`src/rtl/core/spp_pkg.sv`:
```
// ----------------------------------------------------------------------------
// Surface point projection package
// Shared widths, register codes, datapath commands and helper functions.
// ----------------------------------------------------------------------------
package spp_pkg;

    localparam int COORD_W  = 24;   // signed Q8.16 coordinate
    localparam int RAD_W    = 23;   // unsigned Q7.16 radius and half length
    localparam int STR_W    = 15;   // unsigned Q3.12 stretch
    localparam int SHAPE_W  = 2;
    localparam int STAT_W   = 2;
    localparam int P_W      = 27;   // ellipsoid iterate, bounded to +-2^25
    localparam int V_W      = 29;   // length vector and step vector elements
    localparam int N_W      = 29;   // scaled surface coordinates
    localparam int M_W      = 30;   // multiplier operand width
    localparam int PROD_W   = 60;   // multiplier product width
    localparam int ACC_W    = 60;   // sum of squares
    localparam int RADICAND_W = 64;
    localparam int ROOT_W   = 32;
    localparam int NUM_W    = 56;   // divider numerator magnitude
    localparam int DEN_W    = 32;
    localparam int QUO_W    = 32;
    localparam int Q_W      = 34;   // signed rounded quotient
    localparam int SS_W     = 29;   // stretch squared
    localparam int SAT_W    = 36;   // width used ahead of output saturation
    localparam int GUARD    = 2;
    localparam int STR_SH   = 12;   // stretch of one is 2^12
    localparam int E2_SH    = 24;   // stretch squared of one is 2^24
    localparam int CONV_W   = 39;

    localparam logic [STR_W-1:0] STRETCH_MIN = 15'd1024;
    localparam logic [STR_W-1:0] STRETCH_MAX = 15'd16384;
    localparam logic [6:0]       CONV_MUL    = 7'd125;

    localparam logic signed [Q_W:0] ITER_HI = 35'sd33554432;
    localparam logic signed [Q_W:0] ITER_LO = -35'sd33554432;
    localparam logic signed [SAT_W-1:0] OUT_HI = 36'sd8388607;
    localparam logic signed [SAT_W-1:0] OUT_LO = -36'sd8388608;

    // Body shape codes.
    localparam logic [SHAPE_W-1:0] SHAPE_SPHERE    = 2'd0;
    localparam logic [SHAPE_W-1:0] SHAPE_ELLIPSOID = 2'd1;
    localparam logic [SHAPE_W-1:0] SHAPE_CAPSULE   = 2'd2;

    // Result status codes.
    localparam logic [STAT_W-1:0] ST_OK    = 2'd0;
    localparam logic [STAT_W-1:0] ST_DEGEN = 2'd1;
    localparam logic [STAT_W-1:0] ST_LIMIT = 2'd2;

    // Register indexes on the configuration port.
    localparam logic [1:0] REG_SHAPE   = 2'd0;
    localparam logic [1:0] REG_RADIUS  = 2'd1;
    localparam logic [1:0] REG_HALFLEN = 2'd2;
    localparam logic [1:0] REG_STRETCH = 2'd3;

    typedef enum logic [4:0] {
        OP_NONE,
        OP_LOAD,
        OP_SS,
        OP_VEC_P,
        OP_VEC_CYL,
        OP_VEC_CAP,
        OP_VEC_QZ,
        OP_VEC_E,
        OP_SQ,
        OP_SQRT,
        OP_MUL_SC,
        OP_DIV_SC,
        OP_DIV_QZ,
        OP_DIV_E2,
        OP_STORE_N,
        OP_MUL_N2,
        OP_RND_N2,
        OP_E_CALC,
        OP_UPDATE,
        OP_OUT
    } dp_op_t;

    typedef enum logic [2:0] {
        OUT_ORIG,
        OUT_SPH,
        OUT_CYL,
        OUT_CAP,
        OUT_ITER
    } out_sel_t;

    typedef struct packed {
        dp_op_t            op;
        logic [1:0]        idx;
        out_sel_t          out_sel;
        logic [STAT_W-1:0] status;
    } dp_cmd_t;

    typedef struct packed {
        logic sqrt_done;
        logic div_done;
        logic l_zero;
        logic converged;
        logic in_band;
        logic r_zero;
    } dp_stat_t;

    typedef enum logic [4:0] {
        S_IDLE,
        S_DISPATCH,
        S_SS,
        S_QZ_DIV,
        S_QZ_WAIT,
        S_VEC_QZ,
        S_SQ,
        S_SQRT,
        S_SQRT_WAIT,
        S_LCHK,
        S_SC_MUL,
        S_SC_DIV,
        S_SC_WAIT,
        S_SC_STORE,
        S_N2_MUL,
        S_N2_RND,
        S_E_CALC,
        S_VEC_E,
        S_E2_DIV,
        S_E2_WAIT,
        S_UPDATE,
        S_OUT
    } ctrl_state_t;

    // Saturate a wide signed value onto the 24 bit coordinate range.
    function automatic logic signed [COORD_W-1:0] sat_coord(
        input logic signed [SAT_W-1:0] v
    );
        logic signed [SAT_W-1:0] t;
        begin
            t = v;
            if (v > OUT_HI) t = OUT_HI;
            if (v < OUT_LO) t = OUT_LO;
            sat_coord = t[COORD_W-1:0];
        end
    endfunction

    // Bound an ellipsoid iterate coordinate to +-2^25.
    function automatic logic signed [P_W-1:0] clamp_iter(
        input logic signed [Q_W:0] v
    );
        logic signed [Q_W:0] t;
        begin
            t = v;
            if (v > ITER_HI) t = ITER_HI;
            if (v < ITER_LO) t = ITER_LO;
            clamp_iter = t[P_W-1:0];
        end
    endfunction

endpackage

```
`src/rtl/core/spp_ctrl.sv`:
```
// ----------------------------------------------------------------------------
// Surface point projection controller
// Sequences datapath commands for each shape and owns both handshakes.
// ----------------------------------------------------------------------------
module spp_ctrl import spp_pkg::*; #(
    parameter int MAX_ITERATIONS = 32
) (
    input  logic               aclk,
    input  logic               aresetn,
    input  logic               s_valid,
    output logic               s_ready,
    output logic               m_valid,
    input  logic               m_ready,
    input  logic [SHAPE_W-1:0] shape,
    input  dp_stat_t           stat,
    output dp_cmd_t            cmd
);

    localparam int ITER_W = $clog2(MAX_ITERATIONS + 1);

    ctrl_state_t       state_reg, state_next;
    logic [1:0]        idx_reg, idx_next;
    logic [ITER_W-1:0] iter_reg, iter_next;
    logic              step_len_reg, step_len_next;
    out_sel_t          out_sel_reg, out_sel_next;
    logic [STAT_W-1:0] ostat_reg, ostat_next;
    logic              m_valid_reg, m_valid_next;
    logic              out_free;

    assign out_free = !m_valid_reg || m_ready;

    always_ff @(posedge aclk) begin
        if (!aresetn) begin
            state_reg    <= S_IDLE;
            idx_reg      <= '0;
            iter_reg     <= '0;
            step_len_reg <= 1'b0;
            out_sel_reg  <= OUT_ORIG;
            ostat_reg    <= ST_OK;
            m_valid_reg  <= 1'b0;
        end else begin
            state_reg    <= state_next;
            idx_reg      <= idx_next;
            iter_reg     <= iter_next;
            step_len_reg <= step_len_next;
            out_sel_reg  <= out_sel_next;
            ostat_reg    <= ostat_next;
            m_valid_reg  <= m_valid_next;
        end
    end

    always_comb begin
        state_next    = state_reg;
        idx_next      = idx_reg;
        iter_next     = iter_reg;
        step_len_next = step_len_reg;
        out_sel_next  = out_sel_reg;
        ostat_next    = ostat_reg;
        m_valid_next  = m_valid_reg && !m_ready;
        s_ready       = 1'b0;
        cmd.op        = OP_NONE;
        cmd.idx       = idx_reg;
        cmd.out_sel   = out_sel_reg;
        cmd.status    = ostat_reg;

        unique case (state_reg)
            S_IDLE: begin
                s_ready = 1'b1;
                if (s_valid) begin
                    cmd.op     = OP_LOAD;
                    state_next = S_DISPATCH;
                end
            end
            S_DISPATCH: begin
                idx_next      = '0;
                step_len_next = 1'b0;
                iter_next     = '0;
                case (shape)
                    SHAPE_SPHERE: begin
                        cmd.op       = OP_VEC_P;
                        out_sel_next = OUT_SPH;
                        state_next   = S_SQ;
                    end
                    SHAPE_CAPSULE: begin
                        cmd.op       = stat.in_band ? OP_VEC_CYL : OP_VEC_CAP;
                        out_sel_next = stat.in_band ? OUT_CYL : OUT_CAP;
                        state_next   = S_SQ;
                    end
                    SHAPE_ELLIPSOID: begin
                        if (stat.r_zero) begin
                            out_sel_next = OUT_ORIG;
                            ostat_next   = ST_OK;
                            state_next   = S_OUT;
                        end else begin
                            out_sel_next = OUT_ITER;
                            state_next   = S_SS;
                        end
                    end
                    default: begin
                        out_sel_next = OUT_ORIG;
                        ostat_next   = ST_DEGEN;
                        state_next   = S_OUT;
                    end
                endcase
            end
            S_SS: begin
                cmd.op     = OP_SS;
                state_next = S_QZ_DIV;
            end
            S_QZ_DIV: begin
                cmd.op     = OP_DIV_QZ;
                state_next = S_QZ_WAIT;
            end
            S_QZ_WAIT: begin
                if (stat.div_done) state_next = S_VEC_QZ;
            end
            S_VEC_QZ: begin
                cmd.op        = OP_VEC_QZ;
                idx_next      = '0;
                step_len_next = 1'b0;
                state_next    = S_SQ;
            end
            S_SQ: begin
                cmd.op = OP_SQ;
                if (idx_reg == 2'd2) begin
                    idx_next   = '0;
                    state_next = S_SQRT;
                end else begin
                    idx_next = idx_reg + 1'b1;
                end
            end
            S_SQRT: begin
                cmd.op     = OP_SQRT;
                state_next = S_SQRT_WAIT;
            end
            S_SQRT_WAIT: begin
                if (stat.sqrt_done) state_next = S_LCHK;
            end
            S_LCHK: begin
                idx_next = '0;
                if (step_len_reg) begin
                    state_next = S_E2_DIV;
                end else if (stat.l_zero) begin
                    out_sel_next = OUT_ORIG;
                    ostat_next   = ST_DEGEN;
                    state_next   = S_OUT;
                end else begin
                    state_next = S_SC_MUL;
                end
            end
            S_SC_MUL: begin
                cmd.op     = OP_MUL_SC;
                state_next = S_SC_DIV;
            end
            S_SC_DIV: begin
                cmd.op     = OP_DIV_SC;
                state_next = S_SC_WAIT;
            end
            S_SC_WAIT: begin
                if (stat.div_done) state_next = S_SC_STORE;
            end
            S_SC_STORE: begin
                cmd.op = OP_STORE_N;
                // The cylinder band keeps z, so only x and y are scaled there.
                if ((idx_reg == 2'd2) || (idx_reg == 2'd1 && out_sel_reg == OUT_CYL)) begin
                    idx_next = '0;
                    if (out_sel_reg == OUT_ITER) begin
                        state_next = S_N2_MUL;
                    end else begin
                        ostat_next = ST_OK;
                        state_next = S_OUT;
                    end
                end else begin
                    idx_next   = idx_reg + 1'b1;
                    state_next = S_SC_MUL;
                end
            end
            S_N2_MUL: begin
                cmd.op     = OP_MUL_N2;
                state_next = S_N2_RND;
            end
            S_N2_RND: begin
                cmd.op     = OP_RND_N2;
                state_next = S_E_CALC;
            end
            S_E_CALC: begin
                cmd.op     = OP_E_CALC;
                state_next = S_VEC_E;
            end
            S_VEC_E: begin
                cmd.op        = OP_VEC_E;
                idx_next      = '0;
                step_len_next = 1'b1;
                state_next    = S_SQ;
            end
            S_E2_DIV: begin
                cmd.op     = OP_DIV_E2;
                state_next = S_E2_WAIT;
            end
            S_E2_WAIT: begin
                if (stat.div_done) state_next = S_UPDATE;
            end
            S_UPDATE: begin
                cmd.op = OP_UPDATE;
                if (stat.converged) begin
                    ostat_next = ST_OK;
                    state_next = S_OUT;
                end else if (iter_reg == ITER_W'(MAX_ITERATIONS - 1)) begin
                    ostat_next = ST_LIMIT;
                    state_next = S_OUT;
                end else begin
                    iter_next  = iter_reg + 1'b1;
                    state_next = S_QZ_DIV;
                end
            end
            S_OUT: begin
                if (out_free) begin
                    cmd.op       = OP_OUT;
                    m_valid_next = 1'b1;
                    state_next   = S_IDLE;
                end
            end
            default: begin
                state_next = S_IDLE;
            end
        endcase
    end

    assign m_valid = m_valid_reg;

endmodule

```
`config.mk`:
```
export PLATFORM = sky130hd
export DESIGN_NAME = spp_ctrl
export DESIGN_NICKNAME = d
export VERILOG_FILES = /design/src/rtl/core/spp_pkg.sv /design/src/rtl/core/spp_ctrl.sv
export SDC_FILE = /design/constraint.sdc
export NUM_CORES = 1
export LEC_CHECK = 0
export BUFFER_PORTS_ARGS = -buffer_cell sky130_fd_sc_hd__buf_4
export CAP_MARGIN = 20
export CORE_MARGIN = 8
export CORE_UTILIZATION = 60
export DETAILED_ROUTE_END_ITERATION = 6
export PLACE_DENSITY = 0.85
export SLEW_MARGIN = 20
export SYNTH_ARGS = -nofsm -noshare
export SYNTH_HDL_FRONTEND = slang
export SYNTH_SLANG_ARGS = --single-unit
export TNS_END_PERCENT = 30
```
`constraint.sdc`:
```
create_clock -name aclk -period 3.61 [get_ports aclk]
set_input_delay 0.1805 -clock aclk [delete_from_list [all_inputs] [get_ports aclk]]
set_output_delay 0.1805 -clock aclk [all_outputs]
set_load 0.02 [all_outputs]
```
## After elaboration in Yosys (flattened, before gate mapping)

Index checks and enable logic that the tools add are counted.

- Add/subtract/negate cells: 2
- Multiply operators: 0
- Div/mod/pow operators: 0
- $lt $le $gt $ge: 0
- Eq/ne operators: 44
- Shift-type cells: 0
- Multiplexer cells: 46
- Bitwise logic cells: 0
- Reduce and logical (&&, ||, !) cells: 21

Operators by type and width:

| operator | count |
|---|---|
| 5-bit case mux with 21 select lines | 1 |
| 5-bit case mux with 17 select lines | 1 |
| 5-bit 2-to-1 mux | 15 |
| 5-bit by 4-bit == test with 1-bit output (second input constant) | 8 |
| 5-bit == test (second input constant) | 6 |
| 2-bit inequality test (second input constant) | 14 |
| 5-bit by 3-bit == test with 1-bit output (second input constant) | 4 |
| 2-bit 2-to-1 mux | 9 |
| 6-bit 2-to-1 mux | 2 |
| 3-bit case mux with 2 select lines | 2 |
| 6-bit case mux with 2 select lines | 1 |
| 5-bit by 2-bit == test with 1-bit output (second input constant) | 2 |
| 5-bit case mux with 2 select lines | 1 |
| 3-bit 2-to-1 mux | 3 |
| 3-bit case mux with 3 select lines | 1 |
| 2-bit case mux with 4 select lines | 1 |
| 8-bit AND reduction | 1 |
| 7-bit AND reduction | 1 |
| 6-bit by 1-bit adder with 6-bit output (second input constant) | 1 |
| 6-bit by 5-bit == test with 1-bit output (second input constant) | 1 |
| 1-bit 2-to-1 mux | 6 |
| 3-bit inequality test (second input constant) | 2 |
| 2-bit case mux with 3 select lines | 1 |
| 3-bit AND reduction | 2 |
| other kinds (18) | 27 |

- Register bits after elaboration: 20
- Latch bits: 0
- Memory bits (writable): 0
- Bits in read-only memories: 0
- Input bits: 12
- Output and inout port bits: 14
- Logic and storage cells: 120
- Memories: 0

## Logic depth before layout (Yosys ltp)

- Word-level depth: 5
- Gate-level depth with buffers: 8
- Depth with buffers taken out: 7

## Worst setup path before layout

No wires, ideal clock.

- Path type: register to output
- From: register state_reg[0]
- To: output port cmd[9] (netlist bit)
- Arrival: 1.885 ns
- Data required time: 3.429 ns
- Path slack: 1.545 ns
- Stages on the path, launching flop included: 6
- Buffers on the path: 2
- Path through: dfxtp_1 buf_6 clkbuf_1 nor2b_1 a21oi_1 o311ai_0

RTL lines:

| what | RTL line | RTL |
|---|---|---|
| from (decl) | spp_ctrl.sv:21 | `ctrl_state_t state_reg, state_next;` |
| from (signal assigned) | spp_ctrl.sv:42 | `state_reg <= state_next;` |
| to (decl) | spp_ctrl.sv:16 | `output dp_cmd_t cmd` |

==> impl_results.md <==
- Status: finished clean
- Warnings from Yosys: 0
- Cts bufs inserted: 3
- CP cell instances: nor2b_1 -> nand2_1 -> a211oi_1 -> a221oi_1 -> nand2_1 -> buf_4
- Grt ovf: 0
- CTS H-Tree Depth: 1
- Die Ht: 68.2 um
- Final setup fails: 0
- Initial antenna violation count: 0
- CP Buf/Inv Count: 1
- FF+latch area: 400 um2
- Setup TNS: 0 ns
- Worst path arrival time: 2.53 ns
- Hold_buf cts: 0
- Hold path startpoint: stat[0]
- Remaining DRCs: 0
- Lkg Pwr: 0.741 nW
- Placed cell areas: 0.00179 mm2
- Final worst slack: 0.899 ns
- Unique cell type count in the Yosys netlist: 53
- Final hold violation count: 0
- CTS max path bufs: 2
- Clock skew: 0.00214 ns
- Syn avg cell area: 7.39 um2
- Reg2reg path depth: 5
- Crit path required time: 3.43 ns
- Classification of the worst setup path: register to primary output
- Crit path max fanout: 28
- Final Max Slew Viols: 0
- Post-synth EDFFs: 0
- # Max-Cap Violations: 0
- Clk slew on worst S/H paths: 0.11 ns
- Setup crit start: state_reg[0]
- FFs w/ async S/R, synth: 0%
- Maximum VDD drop: 0.602 mV
- Initial drt markers: 104
- Total GRT Usage: 19.3%
- Largest net degree at the start of global routing: 30
- Final net count: 252
- Leading cell type in the layout, fill and taps excluded: buf_4
- Synth Instances: 221
- Clock sink total: 20
- Area of the multi-input gates: 0.00114 mm2
- Routed len/inst: 16.3 um
- Initial core utilization: 61.4%
- Final period util: 75.1%
- CTS root buf: clkbuf_4
- Layout cells sized above 1: 15.0%
- Vias in the first global route: 1,557
- Area Growth Syn to Fin: 11.1%
- Core ar.: 0.00266 mm2
- Number of cells on the worst hold path: 4
- Top_reg_cell synth: dfxtp_1
- # Post-CTS Setup Buffers: 0
- Vias: 1,679
- Max Clk Rate: 0.369 GHz
- RSZ-0062 raised after global routing: no
- Post-Layout Inst Area: 0.00182 mm2
- PwrDens: 720 mW/mm2
- Max reg flops: 6
- Yosys reg bits: 20
- Vias per inst: 6.36
- GP Congestion: 0.937
- Seq/Total Area, Yosys: 24.5%
- Final WL: 4.29 mm
- Diodes inserted: 0
- Worst hold path class: input port to register
- Top Ports: 26
- Wire length of the first global-routing pass: 7.15 mm
- Final worst path period need: 2.71 ns
- Commonest cells after routing, fill and taps aside: buf_4, nand2_1, dfxtp_1
- CTS tree: yes
- Mapped cell area: 0.00163 mm2
- Reg-to-reg startpoint: state_reg[4]
- Worst slew margin: 44.3%
- Worst skew pair latency: 0.31 ns
- Drt first pass iters: 4
- CP endpoint kind: primary output
- IO buf count: 25
- Transition time of the tightest slew-check pin: 0.834 ns
- Placement Setup Slack: 1.03 ns
- Most used cell, CP: nand2_1
- Number of routed nets with antenna violations: 0
- Syn_nets: 238
- Startpoint Class: register
- CP peak stage delay: 0.87 ns
- PostCTS Resize Cnt: 0
- Die ar.: 0.00465 mm2
- HPWL Detailed: 3.10 mm
- Die width: 68.2 um
- Crit path max-delay family: flip-flops
- Worst path slowest cell: dfxtp_1
- Filler cells: 235
- Number of cell rows: 19
- R2r endpoint: iter_reg[4]
- Worst hold endpoint: out_sel_reg[2]
- Worst R2R Setup Slack: 0.97 ns
## cell type report
type                            instances  area share [%]
Clock buffer                            3            1.24
Tap cell                               31            2.14
Inverter                                6            1.24
Timing Repair Buffer                   25            10.3
Sequential cell                        20            22.1
Multi-Input combinational cell        179            63.0
## per-stage QoR
stage               utilization, %  hold slack, ns  power, mW  instances
floorplan                        -           0.333      0.979        221
global placement              67.3           0.448       1.18        261
detailed placement            67.3           0.459       1.19        261
CTS                           68.2           0.152       1.30        264
global route                  68.2           0.151       1.41        264
finish                        68.2           0.153       1.31        264
## layer usage
| layer | global-route usage (%) | wire, um |
|---|---|---|
| met4 | 6.91 | 93 |
| met1 | 24.6 | 1900 |
| met3 | 4.91 | 287 |
| met2 | 30.8 | 2010 |
| met5 | 0 | 0 |
## cells by family (layout without fill, tap and decap cells)
kind of cell / after synthesis / count (layout) / synth area share, %
adder cells (fa/ha/maj): 5 / 5 / 3.83
buffers and inverters: 22 / 34 / 5.51
AND/OR/NAND/NOR: 97 / 97 / 31.8
multiplexers: 5 / 5 / 3.22
AO/OA/AOI/OAI: 69 / 69 / 29.6
XOR/XNOR: 3 / 3 / 1.61
flip-flops: 20 / 20 / 24.5
## worst register-to-register path, stage by stage, from the launching register on
cell,delay (ns)
dfxtp_1,0.88
or3b_1,0.43
a2111o_1,0.42
and2_4,0.22
or4b_1,0.50
a21oi_1,0.14
## Yosys cell counts (3+ instances only)
cell	count	area share, %
nor2_1	19	4.4
nand3b_1	3	1.4
o21ai_0	12	3.7
nand2_1	21	4.8
a21oi_1	15	4.6
a211oi_1	5	2.3
clkbuf_1	15	3.4
o31ai_1	3	1.4
and3_1	3	1.1
nor2b_1	15	5.7
inv_1	6	1.4
o21a_1	4	1.8
nor3_1	5	1.5
nand2b_1	4	1.5
nand3_1	10	3.1
dfxtp_1	20	25
a22o_1	4	2.1
ha_1	5	3.8
a22oi_1	3	1.4
mux2i_1	3	1.8
## power breakdown
group | switching, mW | internal [mW] | leakage, nW
clock network | 0.0706 | 0.0391 | 0.0138
registers | 0.145 | 0.265 | 0.163
logic | 0.439 | 0.347 | 0.564
## worst max-delay path by stage
| stage | endpoint | slack, ns | depth (start not counted) |
|---|---|---|---|
| detailed placement | iter_reg[4] | 1.03 | 5 |
| CTS | cmd[7] | 0.93 | 6 |
| floorplan | cmd[9] | 1.54 | 5 |
| global route | cmd[7] | 0.73 | 6 |
| finish | cmd[7] | 0.90 | 6 |
| global placement | iter_reg[4] | 1.08 | 5 |
No activity file was read; power rests on OpenSTA's default activity.
